<file path="config.mk">
export PLATFORM = sky130hd
export DESIGN_NAME = dp_link_symbol_classifier
export DESIGN_NICKNAME = d
export VERILOG_FILES = /design/src/dlsc_pkg.sv /design/src/dp_link_symbol_classifier.sv /design/src/dlsc_mn_accum.sv /design/src/dlsc_pix_cnt.sv
export SDC_FILE = /design/constraint.sdc
export NUM_CORES = 1
export LEC_CHECK = 0
export CAP_MARGIN = 15
export CORE_ASPECT_RATIO = 0.8
export CORE_MARGIN = 2
export CORE_UTILIZATION = 45
export DETAILED_ROUTE_END_ITERATION = 10
export DONT_BUFFER_PORTS = 1
export MAX_ROUTING_LAYER = met4
export PLACE_DENSITY = 0.59
export SETUP_SLACK_MARGIN = 0.3
export SYNTH_ARGS = -nofsm -noshare
export SYNTH_HDL_FRONTEND = slang
export SYNTH_SLANG_ARGS = --single-unit
</file>
<file path="constraint.sdc">
create_clock -name clk -period 8.5 [get_ports clk]
set_input_delay 0.425 -clock clk [delete_from_list [all_inputs] [get_ports clk]]
set_output_delay 0.425 -clock clk [all_outputs]
set_load 0.005 [all_outputs]
</file>
<file path="src/dlsc_pkg.sv">
// Shared types and constants for the link symbol classifier.
`default_nettype none

package dlsc_pkg;

	// Field and register widths
	localparam int SYM_W      = 9;
	localparam int CFG_W      = 24;
	localparam int CFG_IDX_W  = 1;
	localparam int POS_W      = 16;
	localparam int PIX_NUM_W  = 20;
	localparam int COMP_W     = 2;
	localparam int CYC_W      = 32;
	localparam int SLOT_W     = 3;
	localparam int IN_DATA_W  = 24;
	localparam int OUT_DATA_W = 120;
	localparam int OUT_USER_W = 4;

	// Parameter defaults
	localparam int PIXEL_COUNT_BITS_DEF = 20;
	localparam int MN_BITS_DEF          = 24;

	// Configuration register reset values
	localparam logic [CFG_W-1:0] M_RESET = 24'd2200;
	localparam logic [CFG_W-1:0] N_RESET = 24'd4000;

	// Configuration register indexes
	localparam logic [CFG_IDX_W-1:0] REG_M_NUMERATOR   = 1'b0;
	localparam logic [CFG_IDX_W-1:0] REG_N_DENOMINATOR = 1'b1;

	// Control codes seen on lane 0
	localparam logic [SYM_W-1:0] K_FILL_START  = 9'h1FE;
	localparam logic [SYM_W-1:0] K_FILL_END    = 9'h1F7;
	localparam logic [SYM_W-1:0] K_BLANK_START = 9'h1BC;
	localparam logic [SYM_W-1:0] K_BLANK_END   = 9'h1FB;
	localparam logic [SYM_W-1:0] K_SEC_START   = 9'h15C;
	localparam logic [SYM_W-1:0] K_SEC_END     = 9'h1FD;

	// Slots after a blank start
	localparam logic [SLOT_W-1:0] SLOT_VBID_1 = 3'd6;
	localparam logic [SLOT_W-1:0] SLOT_MVID_1 = 3'd5;
	localparam logic [SLOT_W-1:0] SLOT_MAUD_1 = 3'd4;
	localparam logic [SLOT_W-1:0] SLOT_VBID_2 = 3'd3;
	localparam logic [SLOT_W-1:0] SLOT_MVID_2 = 3'd2;
	localparam logic [SLOT_W-1:0] SLOT_MAUD_2 = 3'd1;

	typedef enum logic [OUT_USER_W-1:0] {
		CLS_FILL_START  = 4'd0,
		CLS_FILL_END    = 4'd1,
		CLS_BLANK_START = 4'd2,
		CLS_BLANK_END   = 4'd3,
		CLS_SEC_START   = 4'd4,
		CLS_SEC_END     = 4'd5,
		CLS_FILL        = 4'd6,
		CLS_PIXEL       = 4'd7,
		CLS_SEC_DATA    = 4'd8,
		CLS_VBID        = 4'd9,
		CLS_MVID        = 4'd10,
		CLS_MAUD        = 4'd11,
		CLS_BLANKING    = 4'd12
	} sym_class_t;

	// Update strobes for the pixel counter
	typedef struct packed {
		logic inc;
		logic clr;
	} pix_ctl_t;

endpackage

`default_nettype wire

</file>
<file path="src/dp_link_symbol_classifier.sv">
// Top level of the two-lane link symbol classifier.
//
// Usage: one pair of lane symbols enters per word on the s_axis channel,
// lane 0 in tdata[8:0] and lane 1 in tdata[17:9]. Every word gives exactly one
// result word on m_axis: the symbol class in tuser and the counters, position,
// pixel number and M/N snapshot in tdata.
// The word is held in an input register, classified, and written into the
// result register. Throughput is one word per cycle while the receiver takes
// results, set by the single class-and-update stage.
// When the receiver stalls, the result register holds and the input register
// still takes one more word; then s_axis_tready drops until the result moves.
// Configuration writes on the cfg channel are always taken (cfg_ready is high)
// and load M (index 0) or N (index 1); the user must make them while no words
// are in flight; the block does not enforce this. Reset clears all counters,
// modes and both pipeline stages and loads M = 2200 and N = 4000.
`default_nettype none

module dp_link_symbol_classifier
	import dlsc_pkg::*;
#(
	parameter int PIXEL_COUNT_BITS = PIXEL_COUNT_BITS_DEF,
	parameter int MN_BITS          = MN_BITS_DEF
) (
	input  wire logic                  clk,
	input  wire logic                  arst_n,
	input  wire logic                  s_axis_tvalid,
	output logic                       s_axis_tready,
	// lane0_symbol, lane1_symbol, zero pad
	input  wire logic [IN_DATA_W-1:0]  s_axis_tdata,
	output logic                       m_axis_tvalid,
	input  wire logic                  m_axis_tready,
	// line_position, pixel_number, colour_component, cycles_since_last,
	// blanking_flag, second_copy, m_count, m_fraction
	output logic      [OUT_DATA_W-1:0] m_axis_tdata,
	// symbol_class
	output logic      [OUT_USER_W-1:0] m_axis_tuser,
	input  wire logic                  cfg_valid,
	output logic                       cfg_ready,
	input  wire logic [CFG_IDX_W-1:0]  cfg_index,
	input  wire logic [CFG_W-1:0]      cfg_data
);

	// Configuration
	logic [CFG_W-1:0] m_q;
	logic [CFG_W-1:0] n_q;

	// Input stage
	logic             valid_s1;
	logic [SYM_W-1:0] lane0_s1;
	logic             lane1_b0_s1;

	// Result stage
	logic             valid_s2;
	sym_class_t       class_s2;
	logic [POS_W-1:0] pos_s2;
	logic [PIX_NUM_W-1:0] pnum_s2;
	logic [COMP_W-1:0] comp_s2;
	logic [CYC_W-1:0] since_s2;
	logic             bflag_s2;
	logic             second_s2;
	logic [CFG_W-1:0] mc_s2;
	logic [CFG_W-1:0] mf_s2;

	// Block state
	logic [CYC_W-1:0]  cyc_q;
	logic [CYC_W-1:0]  last_bs_q;
	logic [CYC_W-1:0]  last_be_q;
	logic              fill_mode_q;
	logic              pixel_mode_q;
	logic              sec_mode_q;
	logic [SLOT_W-1:0] slot_q;
	logic [POS_W-1:0]  pos_q;

	logic               advance;
	logic               in_fire;
	logic [MN_BITS-1:0] mn_count_nx;
	logic [MN_BITS-1:0] mn_fraction_nx;
	logic [PIX_NUM_W-1:0] pix_num;
	logic [COMP_W-1:0]  pix_comp;
	pix_ctl_t           pix_ctl;

	// Combinational results for the word in the input stage
	sym_class_t        cls;
	logic [PIX_NUM_W-1:0] pnum;
	logic [COMP_W-1:0] comp;
	logic [CYC_W-1:0]  since;
	logic              bflag;
	logic              second;
	logic [CFG_W-1:0]  mc;
	logic [CFG_W-1:0]  mf;
	logic              fill_mode_nx;
	logic              pixel_mode_nx;
	logic              sec_mode_nx;
	logic [SLOT_W-1:0] slot_nx;
	logic [POS_W-1:0]  pos_nx;
	logic              set_bs;
	logic              set_be;

	assign advance       = valid_s1 && (!valid_s2 || m_axis_tready);
	assign s_axis_tready = !valid_s1 || advance;
	assign in_fire       = s_axis_tvalid && s_axis_tready;
	assign cfg_ready     = 1'b1;

	always_ff @(posedge clk or negedge arst_n) begin
		if (!arst_n) begin
			m_q <= M_RESET;
			n_q <= N_RESET;
		end else if (cfg_valid) begin
			case (cfg_index)
				REG_M_NUMERATOR: begin
					m_q <= cfg_data;
				end
				REG_N_DENOMINATOR: begin
					n_q <= cfg_data;
				end
				default: begin
				end
			endcase
		end
	end

	dlsc_mn_accum #(
		.MN_BITS (MN_BITS)
	) u_mn_accum (
		.clk         (clk),
		.arst_n      (arst_n),
		.step        (advance),
		.m_value     (m_q),
		.n_value     (n_q),
		.count_nx    (mn_count_nx),
		.fraction_nx (mn_fraction_nx)
	);

	dlsc_pix_cnt #(
		.PIXEL_COUNT_BITS (PIXEL_COUNT_BITS)
	) u_pix_cnt (
		.clk              (clk),
		.arst_n           (arst_n),
		.ctl              (pix_ctl),
		.pixel_number     (pix_num),
		.colour_component (pix_comp)
	);

	always_comb begin
		cls           = CLS_BLANKING;
		pnum          = '0;
		comp          = '0;
		since         = '0;
		bflag         = 1'b0;
		second        = 1'b0;
		mc            = '0;
		mf            = '0;
		fill_mode_nx  = fill_mode_q;
		pixel_mode_nx = pixel_mode_q;
		sec_mode_nx   = sec_mode_q;
		slot_nx       = slot_q;
		pos_nx        = pos_q + 1'b1;
		set_bs        = 1'b0;
		set_be        = 1'b0;
		pix_ctl.inc   = 1'b0;
		pix_ctl.clr   = 1'b0;

		if (lane0_s1 == K_FILL_START) begin
			cls          = CLS_FILL_START;
			fill_mode_nx = 1'b1;
		end else if (lane0_s1 == K_FILL_END) begin
			cls          = CLS_FILL_END;
			fill_mode_nx = 1'b0;
		end else if (lane0_s1 == K_BLANK_START) begin
			cls           = CLS_BLANK_START;
			since         = cyc_q - last_bs_q;
			pnum          = pix_num;
			comp          = pix_comp;
			mc            = CFG_W'(mn_count_nx);
			mf            = CFG_W'(mn_fraction_nx);
			slot_nx       = SLOT_VBID_1;
			pix_ctl.clr   = 1'b1;
			pixel_mode_nx = 1'b0;
			set_bs        = 1'b1;
		end else if (lane0_s1 == K_BLANK_END) begin
			cls           = CLS_BLANK_END;
			since         = cyc_q - last_be_q;
			pix_ctl.clr   = 1'b1;
			pos_nx        = '0;
			pixel_mode_nx = 1'b1;
			set_be        = 1'b1;
		end else if (lane0_s1 == K_SEC_START) begin
			cls         = CLS_SEC_START;
			sec_mode_nx = 1'b1;
		end else if (lane0_s1 == K_SEC_END) begin
			cls         = CLS_SEC_END;
			sec_mode_nx = 1'b0;
		end else if (fill_mode_q) begin
			cls = CLS_FILL;
		end else if (pixel_mode_q) begin
			cls         = CLS_PIXEL;
			pnum        = pix_num;
			comp        = pix_comp;
			pix_ctl.inc = 1'b1;
		end else if (sec_mode_q) begin
			cls = CLS_SEC_DATA;
		end else begin
			// Slots after a blank start: VB-ID, Mvid, Maud, then the second copies.
			case (slot_q)
				SLOT_VBID_1: begin
					cls   = CLS_VBID;
					bflag = lane0_s1[0];
				end
				SLOT_MVID_1: begin
					cls = CLS_MVID;
				end
				SLOT_MAUD_1: begin
					cls = CLS_MAUD;
				end
				SLOT_VBID_2: begin
					cls    = CLS_VBID;
					bflag  = lane1_b0_s1;
					second = 1'b1;
				end
				SLOT_MVID_2: begin
					cls    = CLS_MVID;
					second = 1'b1;
				end
				SLOT_MAUD_2: begin
					cls    = CLS_MAUD;
					second = 1'b1;
				end
				default: begin
					cls = CLS_BLANKING;
				end
			endcase
			if (cls != CLS_BLANKING) begin
				slot_nx = slot_q - 1'b1;
			end
		end

		if (!advance) begin
			pix_ctl.inc = 1'b0;
			pix_ctl.clr = 1'b0;
		end
	end

	always_ff @(posedge clk or negedge arst_n) begin
		if (!arst_n) begin
			cyc_q        <= '0;
			last_bs_q    <= '0;
			last_be_q    <= '0;
			fill_mode_q  <= 1'b0;
			pixel_mode_q <= 1'b0;
			sec_mode_q   <= 1'b0;
			slot_q       <= '0;
			pos_q        <= '0;
		end else if (advance) begin
			cyc_q        <= cyc_q + 1'b1;
			fill_mode_q  <= fill_mode_nx;
			pixel_mode_q <= pixel_mode_nx;
			sec_mode_q   <= sec_mode_nx;
			slot_q       <= slot_nx;
			pos_q        <= pos_nx;
			if (set_bs) begin
				last_bs_q <= cyc_q;
			end
			if (set_be) begin
				last_be_q <= cyc_q;
			end
		end
	end

	// Pipeline control
	always_ff @(posedge clk or negedge arst_n) begin
		if (!arst_n) begin
			valid_s1 <= 1'b0;
			valid_s2 <= 1'b0;
		end else begin
			if (in_fire) begin
				valid_s1 <= 1'b1;
			end else if (advance) begin
				valid_s1 <= 1'b0;
			end
			if (advance) begin
				valid_s2 <= 1'b1;
			end else if (m_axis_tready) begin
				valid_s2 <= 1'b0;
			end
		end
	end

	// Payload registers
	always_ff @(posedge clk) begin
		if (in_fire) begin
			lane0_s1    <= s_axis_tdata[SYM_W-1:0];
			lane1_b0_s1 <= s_axis_tdata[SYM_W];
		end
		if (advance) begin
			class_s2  <= cls;
			pos_s2    <= pos_q;
			pnum_s2   <= pnum;
			comp_s2   <= comp;
			since_s2  <= since;
			bflag_s2  <= bflag;
			second_s2 <= second;
			mc_s2     <= mc;
			mf_s2     <= mf;
		end
	end

	assign m_axis_tvalid = valid_s2;
	assign m_axis_tuser  = class_s2;
	assign m_axis_tdata  = {mf_s2, mc_s2, second_s2, bflag_s2, since_s2,
		comp_s2, pnum_s2, pos_s2};

endmodule

`default_nettype wire

</file>
<file path="src/dlsc_mn_accum.sv">
// Running M/N accumulator: integer count and fraction advanced once per word.
`default_nettype none

module dlsc_mn_accum
	import dlsc_pkg::*;
#(
	parameter int MN_BITS = MN_BITS_DEF
) (
	input  wire logic               clk,
	input  wire logic               arst_n,
	input  wire logic               step,
	input  wire logic [CFG_W-1:0]   m_value,
	input  wire logic [CFG_W-1:0]   n_value,
	output logic      [MN_BITS-1:0] count_nx,
	output logic      [MN_BITS-1:0] fraction_nx
);

	localparam int SUM_W = ((MN_BITS > CFG_W) ? MN_BITS : CFG_W) + 1;

	logic [MN_BITS-1:0] count_q;
	logic [MN_BITS-1:0] fraction_q;
	logic [SUM_W-1:0]   sum;
	logic               wrap;
	logic [MN_BITS-1:0] count_inc;
	logic               count_ge;

	always_comb begin
		sum         = SUM_W'(fraction_q) + SUM_W'(m_value);
		wrap        = (sum >= SUM_W'(n_value));
		// Only one subtraction of N per word, even if the fraction stays above it.
		fraction_nx = wrap ? MN_BITS'(sum - SUM_W'(n_value)) : MN_BITS'(sum);
		count_inc   = wrap ? count_q + 1'b1 : count_q;
		count_ge    = (SUM_W'(count_inc) >= SUM_W'(m_value));
		count_nx    = count_ge ? MN_BITS'(SUM_W'(count_inc) - SUM_W'(m_value)) : count_inc;
	end

	always_ff @(posedge clk or negedge arst_n) begin
		if (!arst_n) begin
			count_q    <= '0;
			fraction_q <= '0;
		end else if (step) begin
			count_q    <= count_nx;
			fraction_q <= fraction_nx;
		end
	end

endmodule

`default_nettype wire

</file>
<file path="src/dlsc_pix_cnt.sv">
// Pixel counter kept together with its quotient and remainder by three.
`default_nettype none

module dlsc_pix_cnt
	import dlsc_pkg::*;
#(
	parameter int PIXEL_COUNT_BITS = PIXEL_COUNT_BITS_DEF
) (
	input  wire logic                  clk,
	input  wire logic                  arst_n,
	input  wire pix_ctl_t              ctl,
	output logic      [PIX_NUM_W-1:0]  pixel_number,
	output logic      [COMP_W-1:0]     colour_component
);

	localparam logic [COMP_W-1:0] LAST_COMP = 2'd2;

	logic [PIXEL_COUNT_BITS-1:0] count_q;
	logic [PIXEL_COUNT_BITS-1:0] div3_q;
	logic [COMP_W-1:0]           mod3_q;

	// Two pixels go by for every three components.
	assign pixel_number     = PIX_NUM_W'({div3_q, 1'b0});
	assign colour_component = mod3_q;

	always_ff @(posedge clk or negedge arst_n) begin
		if (!arst_n) begin
			count_q <= '0;
			div3_q  <= '0;
			mod3_q  <= '0;
		end else if (ctl.clr || (ctl.inc && (&count_q))) begin
			// Clearing and wrapping both restart the quotient and remainder.
			count_q <= '0;
			div3_q  <= '0;
			mod3_q  <= '0;
		end else if (ctl.inc) begin
			count_q <= count_q + 1'b1;
			if (mod3_q == LAST_COMP) begin
				mod3_q <= '0;
				div3_q <= div3_q + 1'b1;
			end else begin
				mod3_q <= mod3_q + 1'b1;
			end
		end
	end

endmodule

`default_nettype wire
</file>
# == Word-level counts from Yosys, hierarchy flattened ==
# Index checks and enable logic that the tools add are counted.
# classes
addsub,12
n_mul,0
div_mod_pow,0
n_lt_le_gt_ge,2
n_eq_ne,20
shifts,0
muxes,84
n_bitwise,5
reduce_logical,36
# ops
op,n
$mux 20,11
$mux 24,3
$mux 16,4
$mux 32,2
$sub 32x32->32,2
$eq 9x9->1 const B,6
$sub 24x24->24,2
$add 20x1->20 const B,2
$mux 4,10
$mux 3,12
$add 32x1->32 const B,1
$mux 2,14
$mux 1,26
$add 24x24->25,1
$ge 25x24->1,1
$add 24x1->24 const B,1
$ge 24x24->1,1
$reduce_and 20->1,1
$add 16x1->16 const B,1
$reduce_bool 2->1,8
$reduce_and 2->1,6
$reduce_and 10->1,1
$eq 3x3->1 const B,3
$pmux 3 s3,1
other kinds (21),39
# totals
ff_bits,392
latchBits,0
ram_bits,0
mem_bits_ro,0
input_bits,54
output_inout_bits,127
elab_cells,191
n_memories,0

# == Depth between registers and ports, before layout ==
# depth
depth_word,21
mapped_depth,35
depth_no_buf,31

# == Cells and area by module ==
# Synthesis repeated with hierarchy kept, for this count alone.
# unflattened
hier_cells,2459
hier_area_um2,24160.7
# by_module_without_submodules
mod,instances,cells_each,area_per_inst_um2,seq_area_each_um2
dp_link_symbol_classifier,1,1358,15170.8,8240.4
dlsc_mn_accum,1,873,6820.3,1201.2
dlsc_pix_cnt,1,228,2169.6,1026.0

# == Worst setup path before layout ==
# Ideal clock, no wire load.
# synth_timing
path_kind,reg-to-reg
from,reg m_q[0]
to,reg mc_s2[22] (data pin)
setup_ns,0.147
t_arrival_ns,6.405
required_time_ns,8.353
slack_ns,1.949
stages_incl_launch_ff,36
path_buffers,6
synth_period_minus_slack_ns,6.551
cell_sequence,dfrtp_1 > ha_1 > fa_1 > a211oi_2 > o21ai_1 > a22oi_2 > o221a_2 > nor2b_1 > nand2b_1 > a31oi_1 > xnor2_1 > ha_1 > nand3_1 > nor4_1 > a31o_2 > a21oi_1 > o31ai_2 > o21ba_1 > buf_4 > buf_6 > o31a_1 > or2_1 > ha_1 > clkbuf_1 > nand4_1 > nor2_1 > nand4_1 > nor4_1 > a211oi_1 > o21ai_0 > a21o_1 > buf_4 > buf_4 > clkbuf_1 > nand2_1 > a21oi_1
# synth_via
elab_chain_len,5
elab_cells_between_ends,6
cone_classes,add/sub (2); order compare (2); mux (2)
# synth_lines
item,line_no,text
start: declaration,dp_link_symbol_classifier.sv:44,logic [CFG_W-1:0] m_q;
start signal: assignment,dp_link_symbol_classifier.sv:111,m_q <= cfg_data;
$add 24x24->25,dlsc_mn_accum.sv:28,sum = SUM_W'(fraction_q) + SUM_W'(m_value);
$ge 25x24->1,dlsc_mn_accum.sv:29,wrap = (sum >= SUM_W'(n_value));
$mux 24,dlsc_mn_accum.sv:32,count_inc = wrap ? count_q + 1'b1 : count_q;
$sub 24x24->24 or $ge 24x24->1 (tied branches),"dlsc_mn_accum.sv:34, dlsc_mn_accum.sv:33",
$mux 24 *,dlsc_mn_accum.sv:34,count_nx = count_ge ? MN_BITS'(SUM_W'(count_inc) - SUM_W'(m_value)) : count_inc;
end signal: assignment,dp_link_symbol_classifier.sv:302,mc_s2 <= mc;
end: declaration,dp_link_symbol_classifier.sv:61,logic [CFG_W-1:0] mc_s2;
# Every way passes the cells marked *; elsewhere a longest branch is shown, timed or not.
# A chain may end at the register's enable or synchronous reset.

# == Worst setup path after layout ==
# layout_timing
from,reg m_q[0]
to,reg mc_s2[0] (data pin)
# The elaborated chain is that of the path after synthesis.

==> flow_metrics.py <==
metrics = {
    "logic_synthesis": {
        "yosysUniqueCellTypes": 97,
        "synth_compound_area_share_pct": 18.6,
        "synthArstFlopShare_pct": 65.9,
        "synth-seq-area-share_pct": 43.8,
        "syn_inst": 2568,
        "synthXorXnorAreaFrac_pct": 6.76,
        "synth_top_family_by_area": "compound AO/OA/AOI/OAI gates",
        "synth_area_leaders": "dfrtp_1, edfxtp_1, ha_1",
        "ys.warnings.count": 0,
        "synthAdderAreaFrac_pct": 7.92,
        "synth_edf_count": 133,
        "synth_top_cell_by_area": "dfrtp_1",
        "netlist_area_mm2": 0.0239,
        "synth.top_cell.area_share_pct": 25.9,
        "ys_ff_latch": 390,
        "yosys.area_share.simple_pct": 16.5,
        "synth-main-ff-cell": "dfrtp_1",
        "synth.net_count": 2770,
        "synth_mux_area_share_pct": 1.80,
        "syn_avg_cell_area_um2": 9.29,
    },
    "grt": {
        "grt_start_max_net_pins": 258,
        "grt_overflow": 0,
        "antenna_found_initial": 0,
        "grt_pass1_vias": 17900,
        "grt_use_total_pct": 22.9,
        "grt_pass1_wl_mm": 97.7,
    },
    "timing": {
        "period_needed_ps": 7820,
        "finalHoldViolations": 0,
        "fin_crit_sh_pct": 91.9,
        "max_freq_ghz": 0.128,
        "final.setup.tns_ps": 0,
        "slew_headroom_pct": 16.4,
        "max_slew.worst_pin.slew_ps": 1240,
        "finClkSkew_ps": 25.5,
        "setup_viol": 0,
        "final_max_slew_viol_count": 0,
        "grt_setup_unrepaired": "false",
    },
    "floorplan": {
        "fp.dieArea_mm2": 0.0549,
        "ioPinCount": 181,
        "core_area_mm2": 0.0524,
        "die_y_um": 210,
        "dieWidth_um": 261,
        "std_cell_rows": 75,
        "start_util_pct": 45.5,
    },
    "cts": {
        "cts_max_level": 2,
        "cts.clk_slew.worst_paths_ps": 60,
        "cts_tree": "built",
        "cts.sinks": 390,
        "tritoncts.num_buffers": 44,
        "cts_root_buf": "clkbuf_16",
        "clk_path_buf_depth": 3,
        "clk_latency_ps": 590,
    },
    "min_path": {
        "hold_path.class": "in -> reg",
        "holdCritStartpoint": "m_axis_tready",
        "min_path_cells": 2,
        "min_delay_worst_endpoint": "valid_s1",
    },
    "placed_design": {
        "dp.cells": 3177,
        "dp_hpwl_mm": 42.7,
        "port_buffers": 0,
        "placed_area_mm2": 0.0245,
        "place.gp.congestion": 0.922,
    },
    "finish": {
        "areaGrowthSynthToFinish_pct": 11.3,
        "seqCellArea_mm2": 0.0104,
        "nets": 2777,
        "drive_gt1_share_pct": 7.66,
        "final_common_cell": "nand2_1",
        "multi_input_area_mm2": 0.0124,
        "diodes": 0,
        "final_cell_mix": "nand2_1, dfrtp_1, o21ai_0, a21oi_1, nor2_1",
        "stdcell_area_mm2": 0.0265,
        "fillerInstances": 4827,
        "final_cells": 3304,
    },
    "setup_path": {
        "regToRegEndpoint": "mc_s2[0]",
        "critPathBufInv": 3,
        "path_depth": 31,
        "reg2regPathDepth": 31,
        "crit_start": "m_q[0]",
        "crit_top_cell": "ha_1",
        "cp_top_family": "compound AO/OA/AOI/OAI gates",
        "reg2reg_slack_ps": 680,
        "slowest_delay_ps": 450,
        "critPathMaxFanout": 50,
        "worst_ep_required_time_ps": 8930,
        "worst_setup_path_end_kind": "flip-flop",
        "arrival_ps": 8250,
        "start_kind": "flip-flop",
        "crit_type": "reg -> reg",
        "slowest_stage": "fa_1",
        "r2r_start": "m_q[0]",
    },
    "outcome": {
        "status": "finished, final reports clean",
    },
    "power_and_ir_drop": {
        "vdd_ir_drop_max_v": 0.000250,
        "p_seq_share_pct": 26.5,
        "p_int_mw": 5.28,
        "combPwrFrac_pct": 52.1,
        "p_total_mw": 9.32,
        "p_per_area_mw_per_mm2": 351,
        "netSwitchingFraction_pct": 43.4,
        "clkPwrFrac_pct": 21.4,
        "p_leak_nw": 11.4,
        "p_switching_mw": 4.04,
    },
    "routing": {
        "dr.first_iter.drc_count": 1628,
        "wl_mm": 61.6,
        "vias_per_cell": 5.69,
        "drc": 0,
        "postRouteAntennaNets": 0,
        "dr.pass1.iters": 5,
        "dr_total_vias": 18800,
        "wl_per_cell_um": 18.7,
    },
    "flow_run": {
        "maxCapViolations": 0,
    },
}
[synth_stat cells, types with 14 or more instances]
| cell | number |
|---|---|
| a21o_1 | 54 |
| a21oi_1 | 182 |
| a31oi_1 | 20 |
| and2_1 | 33 |
| and3_1 | 38 |
| buf_2 | 14 |
| clkbuf_1 | 73 |
| dfrtp_1 | 247 |
| edfxtp_1 | 133 |
| ha_1 | 143 |
| inv_1 | 164 |
| mux2_2 | 30 |
| nand2_1 | 293 |
| nand2b_1 | 27 |
| nand3_1 | 73 |
| nand4_1 | 30 |
| nor2_1 | 176 |
| nor2b_1 | 15 |
| nor3_1 | 46 |
| nor4_1 | 18 |
| o21a_1 | 15 |
| o21ai_0 | 187 |
| o21ai_1 | 54 |
| o21bai_1 | 15 |
| o22ai_1 | 37 |
| o31a_1 | 16 |
| o31ai_1 | 15 |
| or2_1 | 21 |
| or3_1 | 17 |
| xnor2_1 | 97 |
| xor2_1 | 87 |
[per-stage QoR]
stage          setup WS, ps  util [%]  hold slack [ps]
2_1_floorplan          1950         -              129
3_3_place_gp            612      46.7              150
3_5_place_dp            526      46.7              152
4_1_cts                 458      50.3             53.5
5_1_grt                 288      50.7             80.8
6_report                684      50.7              102
[worst max-delay path by stage]
stage and end:
3_3_place_gp mc_s2[14], 3_5_place_dp mc_s2[14], 2_1_floorplan mc_s2[22], 6_report mc_s2[0]
4_1_cts mc_s2[14], 5_1_grt mc_s2[1]
[timing repair]
item	4_1_cts	5_1_grt
endpoints found under the setup margin	0	47
gates resized for setup	0	9
hold buffers	36	1
hold endpoints to repair	316	87
setup buffers	0	3
[per-layer routing]
| metal | wire, um | vias up | GRT usage (%) |
|---|---|---|---|
| li1 | - | 9170 | - |
| met2 | 26000 | 470 | 32.3 |
| met1 | 30300 | 9077 | 33.4 |
| met4 | 1220 | 0 | 5.80 |
| met3 | 4070 | 85 | 4.70 |
| met5 | 0 | - | - |
[state kept, by name, indices dropped and copies added, names as in the netlist, 9 cells and up]
register / count
cyc_q: 32
lane0_s1: 9
last_be_q: 32
last_bs_q: 32
m_q: 24
mc_s2: 24
mf_s2: 24
n_q: 24
pnum_s2: 19
pos_q: 16
pos_s2: 16
since_s2: 32
u_mn_accum.count_q: 24
u_mn_accum.fraction_q: 24
u_pix_cnt.count_q: 20
u_pix_cnt.div3_q: 19
[area by class of cell]
cell class              count  share of cell area (%)
clock buffers              55                    4.50
clock inverters            27                    1.19
inverters                 165                    2.35
multi-input cells        1906                    46.7
flip-flops and latches    390                    39.3
well taps                 693                    3.27
repair buffers             68                    2.67
[power by group through the flow]
stage	Sequential, mW	Combinational (mW)	Clock, mW
floorplan	2.41	3.66	0
global placement	2.49	4.50	0
detailed placement	2.50	4.61	0
CTS	2.46	4.68	2.05
global route	2.51	5.34	2.13
finish	2.47	4.85	2.00
[cells by family after synthesis]
group / Yosys count
simple gates: 821
compound gates: 711
flops: 390
buf+inv: 273
xor+xnor: 184
fa+ha+maj: 148
mux: 39
other cells: 2
Note: power is estimated with default switching activity, not from simulation.
